$ cat src/hw/rtl/voice_volume_mixer_unit_assert.svh
// assertion macros shared by the voice volume mixer rtl
`ifndef VOICE_VOLUME_MIXER_UNIT_ASSERT_SVH
`define VOICE_VOLUME_MIXER_UNIT_ASSERT_SVH

// same-cycle implication, checked only out of reset
`define VVM_ASSERT_NOW(label, ante, cons) \
  label: assert property (@(posedge clk) disable iff (!rst_n) (ante) |-> (cons)) \
    else $error("vvm assertion failed");

// next-cycle implication, checked only out of reset
`define VVM_ASSERT_NEXT(label, ante, cons) \
  label: assert property (@(posedge clk) disable iff (!rst_n) (ante) |=> (cons)) \
    else $error("vvm assertion failed");

`endif

$ cat src/hw/rtl/vvm_pkg.sv
// shared types, constants and helpers of the voice volume mixer
package vvm_pkg;

  localparam int SAMPLE_W   = 16;
  localparam int ACC_W      = 21;
  localparam int VOL_W      = 8;
  localparam int CH_W       = 2;
  localparam int NUM_SUMS   = 8;
  localparam int AV_W       = 5;

  localparam logic [AV_W-1:0] MIN_LAST_IDX = 5'd7;
  localparam logic [4:0]      SHIFT_BASE   = 5'd20;

  typedef logic signed [SAMPLE_W-1:0] sample_t;
  typedef logic signed [ACC_W-1:0]    acc_t;
  typedef logic [VOL_W-1:0]           volume_t;

  localparam acc_t SAT_MAX = 21'sh007fff;
  localparam acc_t SAT_MIN = -21'sh008000;

  // clamp an accumulator value into 16 signed bits
  function automatic sample_t saturate16(input acc_t v);
    sample_t r;
    if (v > SAT_MAX) begin
      r = 16'sh7fff;
    end else if (v < SAT_MIN) begin
      r = -16'sh8000;
    end else begin
      r = v[SAMPLE_W-1:0];
    end
    return r;
  endfunction

endpackage

$ cat src/hw/rtl/vvm_scale.sv
// exponent/mantissa volume scaling of one sample
module vvm_scale (
  input  vvm_pkg::sample_t sample,
  input  vvm_pkg::volume_t volume,
  output vvm_pkg::sample_t scaled
);
  import vvm_pkg::*;

  logic [3:0]         vol_exp;
  logic [3:0]         vol_mant;
  logic signed [21:0] prod;
  logic signed [21:0] shifted;
  logic [4:0]         shamt;

  // gain factor is 16 + mantissa, shift is 20 - exponent (floor); exponent 0 gives zero
  always_comb begin
    vol_exp  = volume[7:4];
    vol_mant = volume[3:0];
    prod     = 22'(sample) * 22'($signed({2'b01, vol_mant}));
    shamt    = SHIFT_BASE - {1'b0, vol_exp};
    shifted  = prod >>> shamt;
    if (vol_exp == 4'd0) begin
      scaled = '0;
    end else begin
      scaled = shifted[SAMPLE_W-1:0];
    end
  end

endmodule

$ cat src/hw/rtl/voice_volume_mixer_unit.sv
// voice volume mixer top level: input register, mix logic, result register
//
// Usage: voices arrive on the in_ channel (valid/ready), one item per voice
// in voice order, each with sample, busy flag, left/right volume and channel.
// Busy voices are scaled by their volumes and added into the left/right sums
// of their channel. The item of voice index active_voices (at least 7, at most
// MAX_VOICES-1) closes the frame: all eight sums, saturated to 16 bits, go out
// as one item on the out_ channel and the sums and voice counter clear.
// Throughput: one voice per cycle, sustained while no closing voice waits. A
// frame result is valid from the edge at which its last voice leaves the
// input register. The left and right scaling multiplies and the 21-bit add
// per sum sit between the input and result registers.
// If the result register still holds an untaken frame when the next frame
// closes, the closing voice waits in the input register and in_ready drops
// until out_ready frees the result register.
// The cfg_ channel writes active_voices (always ready); write it only idle.
// Reset: active_voices returns to 31, sums and voice counter clear, both
// channels empty.
module voice_volume_mixer_unit #(
  parameter int MAX_VOICES = 32
) (
  input  logic                  clk,
  input  logic                  rst_n,
  // configuration
  input  logic                  cfg_valid,
  output logic                  cfg_ready,
  input  logic [4:0]            cfg_active_voices,
  // voice items
  input  logic                  in_valid,
  output logic                  in_ready,
  input  vvm_pkg::sample_t      in_sample,
  input  logic                  in_voice_busy,
  input  vvm_pkg::volume_t      in_left_volume,
  input  vvm_pkg::volume_t      in_right_volume,
  input  logic [1:0]            in_channel,
  // frame results
  output logic                  out_valid,
  input  logic                  out_ready,
  output vvm_pkg::sample_t      out_ch0_left,
  output vvm_pkg::sample_t      out_ch0_right,
  output vvm_pkg::sample_t      out_ch1_left,
  output vvm_pkg::sample_t      out_ch1_right,
  output vvm_pkg::sample_t      out_ch2_left,
  output vvm_pkg::sample_t      out_ch2_right,
  output vvm_pkg::sample_t      out_ch3_left,
  output vvm_pkg::sample_t      out_ch3_right
);
  import vvm_pkg::*;

  localparam int              CNT_W   = $clog2(MAX_VOICES);
  localparam logic [AV_W-1:0] MAX_IDX = AV_W'(MAX_VOICES - 1);

  // configuration register
  logic [AV_W-1:0] active_r;

  // input register
  logic    s1_valid_r;
  sample_t s1_sample_r;
  logic    s1_busy_r;
  volume_t s1_lvol_r;
  volume_t s1_rvol_r;
  logic [CH_W-1:0] s1_ch_r;

  // mix state and result register
  logic [CNT_W-1:0] cnt_r;
  logic [CNT_W-1:0] cnt_nxt;
  acc_t    sum_r   [NUM_SUMS];
  acc_t    sum_nxt [NUM_SUMS];
  sample_t out_r   [NUM_SUMS];
  logic    out_valid_r;

  logic [AV_W-1:0] last_idx;
  logic    s1_end;
  logic    s1_fire;
  sample_t scaled_l;
  sample_t scaled_r;

  // configuration write
  assign cfg_ready = 1'b1;

  always_ff @(posedge clk) begin
    if (!rst_n) begin
      active_r <= 5'd31;
    end else if (cfg_valid && cfg_ready) begin
      active_r <= cfg_active_voices;
    end
  end

  // last voice index of a frame, clamped both ways
  always_comb begin
    last_idx = active_r;
    if (last_idx < MIN_LAST_IDX) begin
      last_idx = MIN_LAST_IDX;
    end
    if (last_idx > MAX_IDX) begin
      last_idx = MAX_IDX;
    end
  end

  // handshake: a closing voice waits while an untaken frame blocks the output
  assign s1_end   = (AV_W'(cnt_r) >= last_idx);
  assign s1_fire  = s1_valid_r && !(s1_end && out_valid_r && !out_ready);
  assign in_ready = !s1_valid_r || s1_fire;

  // input register
  always_ff @(posedge clk) begin
    if (!rst_n) begin
      s1_valid_r <= 1'b0;
    end else if (in_ready) begin
      s1_valid_r <= in_valid;
    end
  end

  always_ff @(posedge clk) begin
    if (in_valid && in_ready) begin
      s1_sample_r <= in_sample;
      s1_busy_r   <= in_voice_busy;
      s1_lvol_r   <= in_left_volume;
      s1_rvol_r   <= in_right_volume;
      s1_ch_r     <= in_channel;
    end
  end

  // left and right scaling
  vvm_scale u_scale_l (
    .sample (s1_sample_r),
    .volume (s1_lvol_r),
    .scaled (scaled_l)
  );

  vvm_scale u_scale_r (
    .sample (s1_sample_r),
    .volume (s1_rvol_r),
    .scaled (scaled_r)
  );

  // per-sum accumulate: even slots left, odd slots right
  always_comb begin
    for (int i = 0; i < NUM_SUMS; i++) begin
      sum_nxt[i] = sum_r[i];
      if (s1_busy_r && (s1_ch_r == CH_W'(i / 2))) begin
        if ((i % 2) == 0) begin
          sum_nxt[i] = sum_r[i] + ACC_W'(scaled_l);
        end else begin
          sum_nxt[i] = sum_r[i] + ACC_W'(scaled_r);
        end
      end
    end
  end

  // voice counter
  assign cnt_nxt = s1_end ? '0 : cnt_r + 1'b1;

  always_ff @(posedge clk) begin
    if (!rst_n) begin
      cnt_r <= '0;
      for (int i = 0; i < NUM_SUMS; i++) begin
        sum_r[i] <= '0;
      end
    end else if (s1_fire) begin
      cnt_r <= cnt_nxt;
      for (int i = 0; i < NUM_SUMS; i++) begin
        sum_r[i] <= s1_end ? '0 : sum_nxt[i];
      end
    end
  end

  // result register
  always_ff @(posedge clk) begin
    if (!rst_n) begin
      out_valid_r <= 1'b0;
    end else if (s1_fire && s1_end) begin
      out_valid_r <= 1'b1;
    end else if (out_ready) begin
      out_valid_r <= 1'b0;
    end
  end

  always_ff @(posedge clk) begin
    if (s1_fire && s1_end) begin
      for (int i = 0; i < NUM_SUMS; i++) begin
        out_r[i] <= saturate16(sum_nxt[i]);
      end
    end
  end

  assign out_valid     = out_valid_r;
  assign out_ch0_left  = out_r[0];
  assign out_ch0_right = out_r[1];
  assign out_ch1_left  = out_r[2];
  assign out_ch1_right = out_r[3];
  assign out_ch2_left  = out_r[4];
  assign out_ch2_right = out_r[5];
  assign out_ch3_left  = out_r[6];
  assign out_ch3_right = out_r[7];

  // checks
`include "voice_volume_mixer_unit_assert.svh"

  `VVM_ASSERT_NEXT(a_frame_end_loads_out, s1_fire && s1_end, out_valid_r)
  `VVM_ASSERT_NEXT(a_frame_end_clears, s1_fire && s1_end, cnt_r == '0 && sum_r[0] == '0)
  `VVM_ASSERT_NOW(a_blocked_frame_stalls,
                  s1_valid_r && s1_end && out_valid_r && !out_ready, !in_ready)

endmodule
$ cat config.mk
export PLATFORM = sky130hd
export DESIGN_NAME = voice_volume_mixer_unit
export DESIGN_NICKNAME = d
export VERILOG_FILES = /design/src/hw/rtl/vvm_pkg.sv /design/src/hw/rtl/vvm_scale.sv /design/src/hw/rtl/voice_volume_mixer_unit.sv
export VERILOG_INCLUDE_DIRS = /design/src /design/src/hw/rtl
export SDC_FILE = /design/constraint.sdc
export NUM_CORES = 1
export LEC_CHECK = 0
export ABC_AREA = 1
export CORE_MARGIN = 5
export CORE_UTILIZATION = 40
export DETAILED_ROUTE_END_ITERATION = 8
export DONT_BUFFER_PORTS = 1
export GPL_TIMING_DRIVEN = 0
export PLACE_DENSITY_LB_ADDON = 0.08
export SYNTH_ARGS = -nofsm -noshare
export SYNTH_HDL_FRONTEND = slang
export SYNTH_SLANG_ARGS = --single-unit
$ cat constraint.sdc
create_clock -name clk -period 8.7 [get_ports clk]
set_input_delay 1.74 -clock clk [delete_from_list [all_inputs] [get_ports clk]]
set_output_delay 1.74 -clock clk [all_outputs]
set_load 0.05 [all_outputs]
==> results of run 1 <==
## cell usage after synthesis (7+ instances only)
cell / n / area [µm²]
nand3_1: 237 / 1186
nand2_1: 1031 / 3870
xor2_1: 37 / 324.1
buf_2: 9 / 45.04
o21ai_0: 317 / 1587
inv_1: 701 / 2631
fa_1: 106 / 2122
nand2_4: 21 / 236.5
o211ai_1: 16 / 120.1
o21ai_1: 21 / 105.1
o21a_1: 7 / 52.55
nand4_1: 40 / 250.2
buf_6: 11 / 123.9
a31oi_1: 31 / 193.9
clkinv_1: 8 / 30.03
or2_2: 71 / 444.2
nand2_2: 73 / 456.7
nor3_1: 27 / 135.1
nor2_1: 334 / 1254
inv_2: 20 / 75.07
a21oi_1: 262 / 1311
ha_1: 246 / 3078
o21bai_1: 9 / 67.56
xnor2_1: 24 / 210.2
a211oi_1: 9 / 67.56
nand3_2: 14 / 140.1
buf_1: 10 / 37.54
edfxtp_1: 331 / 9940
nand3b_1: 17 / 127.6
nor4_1: 13 / 81.33
a21o_1: 11 / 82.58
and2_1: 7 / 43.79
clkbuf_1: 93 / 349.1
dfxtp_1: 12 / 240.2
## flip-flops by register name (all words and copies together), names as in the netlist
| signal | cells |
|---|---|
| cnt_r | 5 |
| sum_r | 168 |
| s1_lvol_r | 8 |
| s1_busy_r | 1 |
| active_r | 5 |
| out_valid | 1 |
| s1_ch_r | 2 |
| s1_valid_r | 1 |
| s1_rvol_r | 8 |
| s1_sample_r | 16 |
| out_r | 128 |
## per-layer routing
metal	global-route usage [%]	vias up	part of all wire [%]
li1	-	13990	-
met1	29.85	12870	45
met2	39.27	604	47
met3	3.449	126	4.8
met4	6.171	0	3.0
met5	0	-	0
## how the worst max path moves through the flow
stage,slack [ns],cells after the start,start,to
final,0.53,35,s1_lvol_r[2],out_r[0][10]
after global routing,-0.02,41,s1_rvol_r[3],out_r[1][22]
after CTS,0.05,44,s1_lvol_r[0],out_r[1][38]
after detailed placement,-0.96,34,s1_rvol_r[0],out_r[0][57]
after global placement,-0.98,37,s1_rvol_r[0],out_r[0][57]
after floorplan,1.64,44,s1_lvol_r[2],out_r[1][37]
## report_power, final
part / switching, W / internal [W]
combinational: 0.00568 / 0.00288
sequential: 0.0000623 / 0.00198
clock: 0.000822 / 0.00111
total: 0.00656 / 0.00597
## through the flow
stage | power, W | area [µm²] | hold slack (ns) | util, %
floorplan | 0.008130 | 31620 | 0.4428 | -
global placement | 0.01031 | 32940 | 0.4700 | 41.83
detailed placement | 0.01037 | 33180 | 0.4828 | 42.14
CTS | 0.01245 | 34820 | 0.4914 | 44.23
global route | 0.01378 | 35070 | 0.5058 | 44.54
finish | 0.01253 | 35070 | 0.4857 | 44.54
## cells by family after synthesis
group                      share of synthesized area [%]
AOI/OAI and AO/OA                                  12.23
xor gates and xnor gates                           1.690
adders and majority gates                          16.44
buffers and inverters                              10.73
DFF                                                32.19
muxes                                             0.1899
other                                            0.01186
and+or+nand+nor                                    26.51
## worst min-delay path, stage by stage (launching register included)
cell	delay, ns
dfxtp_1	0.32
nand2_1	0.07
nand3_1	0.05
## layout make-up
class                      count  area (µm²)
sequential                   343       10180
clock inverter                30       342.8
multi-input combinational   3041       18310
buffer                       123       651.9
inverter                     729        2743
fill                        8109       43670
tap                         1050        1314
timing repair buffer          37       377.9
clock buffer                  51        1149
antenna                        1       2.502
## repair_timing
item                                    4_1_cts  5_1_grt
buffers inserted                              0       28
endpoints found under the setup margin      149      140
gates resized for setup                      30       42
pin swaps                                     0        5
==> run summary, run 1 <==
power density over cell area: 357.3 nW/µm²
Post-synth ARST share: 0%
largest net degree at the start of global routing: 94
# setup viols final: 0
hold-critical path depth: 2
most frequent cells in the layout: 1030 x nand2_1, 699 x inv_1, 333 x nor2_1, 331 x edfxtp_1, 316 x o21ai_0
Synth warnings: 0
Num CTS Buffers: 44
core area: 78740 µm²
hold_buf cts: 0
CTS H-tree depth: 2
Die Width: 291.2 µm
flop-to-flop setup slack: 0.53 ns
Layout Cells excl Fill: 5405
worst reg2reg endpoint: out_r[0][10]
worst endpoint required time: 9.03 ns
Initial Util: 40.16%
fin crit share: 93.90%
ratio of cells with drive above 1 in the final layout: 9.348%
initial antenna violation count: 1
Ports: 176
max-slew violation count: 0
TNS Setup: 0 ns
slowest cell on the critical path: a31oi_2
Worst-path clk slew: 0.06 ns
Synthesized Nets: 4640
critical path capture point type: register
CTS root buf: clkbuf_16
GP Congestion: 0.9065
EDFF count, synth: 331
max cap viols: 0
I/O Buffers: 0
Syn Area/Cell: 7.453 µm²
commonest non-fill, non-tap cell in the layout: nand2_1
DRT Wirelength: 98950 µm
1st-iter DRT viols: 1670
sequential fraction of the synthesis area: 32.19%
Fin Clk Skew: 0.03496 ns
CTS tree: yes
DR DRC count: 0
slowest stage delay, CP: 0.71 ns
slack of the critical path: 0.5307 ns
CTS Sinks: 343
Site Rows: 103
Post-Syn Instances: 4243
first-pass GRT wire length: 152900 µm
Main synth FF type: edfxtp_1
R2R depth: 35
Netlist cell types: 61
Clock Tree Buf Depth: 3
drt wl/cell: 18.31 µm
via count: 27600
Worst path most repeated cell: nand2_1
Static Leak: 16.75 nW
Crit Path Class: register to register
fin crit period: 8.169 ns
Worst R2R Start: s1_lvol_r[2]
antenna viol nets, final: 0
number of nets in the layout: 4716
critical path fanouts, max: 10
status: finished, final reports clean
Area Overhead vs Synth: 10.91%
Via-to-Cell Ratio: 5.105
Hold Crit Start: active_r[0]
die area: 84780 µm²
class of the worst hold path: register to register
Placed Instances: 5302
DRT Pass-1 Iters: 5
Worst Tran Pin Value: 1.314 ns
Worst Setup Start Kind: register
WP data arrival: 8.50 ns
Largest delay share family, worst path: adder cells
vias in the first global route: 27130
highest ir drop seen on vdd: 0.1836 mV
Fmax achieved: 122.4 MHz
Post-DP HPWL: 76530 µm
Yosys reg bits: 343
GRT overflow: 0
GRT Total Usage: 22.74%
Slew headroom: 11.73%
final hold vios: 0
clock latency on the worst-skew pair: 0.61 ns
Worst Hold Path EP: active_r[0]
WP buf/inv: 5
dpl ws: -0.9588 ns
area of the mapped netlist: 31620 µm²
die height: 291.2 µm
No activity file was read; power rests on OpenSTA's default activity.
==> inputs of run 2 (changes only) <==
Settings changed: REMOVE_ABC_BUFFERS from default to 1.
==> run summary, run 2 (synthesis results as in run 1) <==
GRT Total Usage: 20.31% (-2.4 points)
Fin Clk Skew: 0.02558 ns (-0.009373 ns)
Crit Path Class: register to register
antenna viol nets, final: 0 (unchanged)
power density over cell area: 348.3 nW/µm² (-2.5%)
CTS H-tree depth: 2 (unchanged)
final hold vios: 0 (unchanged)
GP Congestion: 0.8748 (-3.5%)
max-slew violation count: 0 (unchanged)
R2R depth: 37 (+5.7%)
slack of the critical path: 0.5986 ns (+0.06795 ns)
Post-DP HPWL: 66460 µm (-13%)
CTS Sinks: 343 (unchanged)
area of the multi-input gates: 18280 µm² (-0.18%)
Clock Tree Buf Depth: 3 (unchanged)
WP data arrival: 8.39 ns (-0.11 ns)
commonest non-fill, non-tap cell in the layout: nand2_1
biggest regs: sum_r x168, out_r x128, s1_sample_r x16
Final Power: 0.01210 W (-3.5%)
hold-critical path depth: 2 (unchanged)
via count: 26730 (-3.1%)
Num CTS Buffers: 45 (+2.3%)
FILL cells: 8098 (-0.14%)
flip-flop count of the largest register after layout: 168 (unchanged)
Fmax achieved: 123.4 MHz (+0.84%)
fin crit period: 8.101 ns (-0.06795 ns)
Initial Util: 40.16% (unchanged)
1st-iter DRT viols: 1641 (-1.7%)
initial antenna violation count: 5 (+4)
vias in the first global route: 25800 (-4.9%)
Die Width: 291.2 µm (unchanged)
dpl ws: -0.2454 ns (+0.7135 ns)
Via-to-Cell Ratio: 5.037 (-1.3%)
Layout Cells excl Fill: 5307 (-1.8%)
worst endpoint required time: 8.99 ns (-0.04 ns)
die area: 84780 µm² (unchanged)
Worst-path clk slew: 0.06 ns (about the same)
I/O Buffers: 0 (unchanged)
DRT Pass-1 Iters: 5 (unchanged)
DRT Wirelength: 88490 µm (-11%)
Site Rows: 103 (unchanged)
Biggest register: sum_r
Worst path most repeated cell: nand2_1
highest ir drop seen on vdd: 0.1741 mV (-5.1%)
die height: 291.2 µm (unchanged)
GRT overflow: 0 (unchanged)
number of nets in the layout: 4614 (-2.2%)
critical path fanouts, max: 15 (+5)
Area Overhead vs Synth: 9.809%
fin crit share: 93.12% (-0.78 points)
first-pass GRT wire length: 139700 µm (-8.6%)
Ports: 176 (unchanged)
slowest cell on the critical path: edfxtp_1
clock latency on the worst-skew pair: 0.62 ns (about the same)
# setup viols final: 0 (unchanged)
most frequent cells in the layout: 1030 x nand2_1, 699 x inv_1, 332 x nor2_1, 331 x edfxtp_1, 316 x o21ai_0
Worst Tran Pin Value: 1.319 ns (+0.004830 ns)
ratio of cells with drive above 1 in the final layout: 9.029% (-0.32 points)
CTS root buf: clkbuf_16
max cap viols: 0 (unchanged)
hold_buf cts: 0 (unchanged)
slowest stage delay, CP: 0.72 ns (about the same)
status: finished, final reports clean
Worst Setup Start Kind: register
DR DRC count: 0 (unchanged)
Static Leak: 16.60 nW (-0.93%)
critical path capture point type: register
class of the worst hold path: register to register
Placed Instances: 5185 (-2.2%)
core area: 78740 µm² (unchanged)
largest net degree at the start of global routing: 82 (-13%)
drt wl/cell: 16.67 µm (-8.9%)
Reg area: 10180 µm² (unchanged)
Slew headroom: 11.78% (+0.054 points)
CTS tree: yes
run 2: cell count changes in the layout (fill, tap and decap cells not counted), sizes merged:
cell      previous run  this run
buf                 76        57
bufinv               5         7
clkbuf             135        50
clkinvlp             8         9
diode                1         4
run 2: timing repair:
action / in CTS / in global routing
pin swaps: 0 / 1
gates resized for setup: 14 / 25
endpoints found under the setup margin: 67 / 125
setup buffers: 0 / 35
run 2: report_power, final:
group          total [W]  internal, W  leakage (nW)  switching (W)
clock            0.00200      0.00117         0.736       0.000826
sequential       0.00206      0.00198          3.37      0.0000799
combinational    0.00804      0.00272          12.5        0.00532
run 2: metrics by stage:
stage	hold WS [ns]	utilization [%]	setup TNS (ns)	cell area [µm²]
after global placement	0.4694	40.99	-256.54	32280
after CTS	0.4823	43.55	0	34290
final	0.4820	44.10	0	34720
after detailed placement	0.4658	41.49	-7.700	32670
after floorplan	0.4428	-	0	30970
after global routing	0.5084	44.09	-0.01345	34720
run 2: final cells by class:
type	count	area share, %
Antenna cell	4	0.02883
Tap cell	1050	3.784
Timing Repair Buffer	57	1.798
Clock inverter	33	1.207
Clock buffer	50	3.297
Sequential cell	343	29.32
Inverter	729	7.924
Multi-Input combinational cell	3041	52.64
run 2: per-layer routing:
metal  up-vias  part of all wire [%]  global-route usage (%)
li1      13780                     -                       -
met1     12360                    46                   27.03
met2       463                    47                   34.88
met3       123                   4.5                   2.968
met4         2                   3.0                   5.220
met5         -                 0.015                       0
run 2: worst paths after layout:
check,slack [ns],from,end
max reg2reg,0.60,s1_sample_r[12],out_r[1][3]
min,0.48,active_r[0],active_r[0]
min reg2reg,0.48,active_r[0],active_r[0]
max,0.60,s1_sample_r[12],out_r[1][3]
run 2: critical path, delay by kind of cell, from the launching register on:
family          cells  cell delay [ns]
fa+ha+maj           6             2.53
compound gates     13             2.44
simple gates       14             1.88
flops               1             0.72
buf+inv             4             0.20
==> inputs of run 3 (changes only) <==
Settings changed: MAX_ROUTING_LAYER from default to met4.
==> run summary, run 3 (synthesis results as in run 1) <==
Core Util, Final: 44.10% (about the same)
DR DRC count: 0 (unchanged)
DRT Pass-1 Iters: 6 (+1)
CTS H-tree depth: 2 (unchanged)
antenna viol nets, final: 0 (unchanged)
GP Congestion: 0.8901 (+1.7%)
fin crit share: 93.09% (about the same)
drt wl/cell: 16.66 µm (about the same)
Layout Cells excl Fill: 5307 (unchanged)
largest net degree at the start of global routing: 82 (unchanged)
critical path fanouts, max: 15 (unchanged)
worst endpoint required time: 8.99 ns (about the same)
Worst-path clk slew: 0.06 ns (about the same)
Crit Path Class: register to register
clock latency on the worst-skew pair: 0.61 ns (about the same)
slack of the critical path: 0.6014 ns (+0.002721 ns)
vias in the first global route: 25810 (+0.043%)
Slew headroom: 15.25% (+3.5 points)
worst reg2reg endpoint: out_r[1][3]
final hold vios: 0 (unchanged)
highest ir drop seen on vdd: 0.1736 mV (-0.30%)
Worst Setup EP: out_r[1][3]
Worst Tran Pin Value: 1.267 ns (-0.05192 ns)
CTS tree: yes
Placed Instances: 5185 (unchanged)
flip-flop count of the largest register after layout: 168 (unchanged)
crit path from: s1_lvol_r[0]
most frequent cells in the layout: 1030 x nand2_1, 699 x inv_1, 332 x nor2_1, 331 x edfxtp_1, 316 x o21ai_0
Area Overhead vs Synth: 9.825% (about the same)
status: finished, final reports clean
DRT Wirelength: 88420 µm (about the same)
Final Power: 0.01210 W (about the same)
Static Leak: 16.60 nW (about the same)
Post-DP HPWL: 66460 µm (unchanged)
GRT overflow: 0 (unchanged)
max cap viols: 0 (unchanged)
CTS Sinks: 343 (unchanged)
Die Width: 291.2 µm (unchanged)
Fin Clk Skew: 0.02546 ns (-0.0001253 ns)
WP buf/inv: 5 (+1)
class of the worst hold path: register to register
Num CTS Buffers: 45 (unchanged)
die area: 84780 µm² (unchanged)
# setup viols final: 0 (unchanged)
power density over cell area: 348.3 nW/µm² (about the same)
commonest non-fill, non-tap cell in the layout: nand2_1
biggest regs: sum_r x168, out_r x128, s1_sample_r x16
Via-to-Cell Ratio: 5.044 (+0.14%)
die height: 291.2 µm (unchanged)
WP data arrival: 8.39 ns (about the same)
Ports: 176 (unchanged)
max-slew violation count: 0 (unchanged)
R2R depth: 34 (-8.1%)
core area: 78740 µm² (unchanged)
slowest cell on the critical path: a21oi_1
Largest delay share family, worst path: adder cells
ratio of cells with drive above 1 in the final layout: 9.050% (+0.021 points)
critical path capture point type: register
dpl ws: -0.2454 ns (unchanged)
CP Depth: 34 (-8.1%)
Initial Util: 40.16% (unchanged)
initial antenna violation count: 4 (-1)
I/O Buffers: 0 (unchanged)
Worst R2R Start: s1_lvol_r[0]
first-pass GRT wire length: 139700 µm (about the same)
flop-to-flop setup slack: 0.60 ns (about the same)
GRT Total Usage: 20.91% (+0.60 points)
slowest stage delay, CP: 0.84 ns (+0.12 ns)
CTS root buf: clkbuf_16
number of nets in the layout: 4615 (+0.022%)
Worst Setup Start Kind: register
Biggest register: sum_r
via count: 26770 (+0.14%)
fin crit period: 8.099 ns (-0.002721 ns)
Site Rows: 103 (unchanged)
Clock Tree Buf Depth: 3 (unchanged)
1st-iter DRT viols: 1570 (-4.3%)
Fmax achieved: 123.5 MHz (about the same)
## run 3: changes by cell type in the layout (fill, tap and decap cells not counted), sizes merged
cell / previous run / this run
buf: 57 / 58
diode: 4 / 3
## run 3: per-stage QoR
stage	cell area [µm²]	hold slack, ns	TNS, ns
2_1_floorplan	30970	0.4428	0
3_3_place_gp	32280	0.4694	-256.54
3_5_place_dp	32670	0.4658	-7.700
4_1_cts	34290	0.4823	0
5_1_grt	34720	0.5084	-0.01346
6_report	34730	0.4800	0
## run 3: routing by layer
layer	GRT usage, %	part of all wire, %
met4	5.220	2.8
met3	2.670	4.1
met5	-	0
met2	34.87	47
met1	27.22	46
## run 3: area by class of cell
| type | count | area [µm²] |
|---|---|---|
| timing repair buffer | 58 | 631.9 |
| tap | 1050 | 1314 |
| clock inverter | 33 | 419.2 |
| fill | 8094 | 44010 |
| multi-input combinational | 3041 | 18280 |
| sequential | 343 | 10180 |
| antenna | 3 | 7.507 |
| inverter | 729 | 2751 |
| clock buffer | 50 | 1145 |
## run 3: how the worst min path moves through the flow
stage	from	to	slack, ns	cells past startpoint
after detailed placement	active_r[0]	active_r[0]	0.47	2
after CTS	active_r[0]	active_r[0]	0.48	2
after global placement	active_r[0]	active_r[0]	0.47	2
after global routing	active_r[1]	active_r[1]	0.51	2
final	active_r[0]	active_r[0]	0.48	2
after floorplan	active_r[0]	active_r[0]	0.44	2
## run 3: power by group
group / total (W) / switching (W) / internal [W]
clock network: 0.00199 / 0.000823 / 0.00117
logic: 0.00805 / 0.00532 / 0.00272
registers: 0.00205 / 0.0000784 / 0.00198
total: 0.0121 / 0.00623 / 0.00587
## run 3: timing repair
action	4_1_cts	5_1_grt
gates resized for setup	14	25
hold buffers	0	0
buffers inserted	0	36
endpoints found under the hold margin	0	0
pin swaps	0	1
endpoints found under the setup margin	67	125
## run 3: worst register-to-register path: cells and delay by family (launching register included)
kind	cells	cell delay, ns
buffers and inverters	5	0.43
AO/OA/AOI/OAI	9	2.13
AND/OR/NAND/NOR	13	2.02
flip-flops	1	0.53
XOR/XNOR	1	0.19
adder cells (fa/ha/maj)	5	2.32
multiplexers	1	0.15
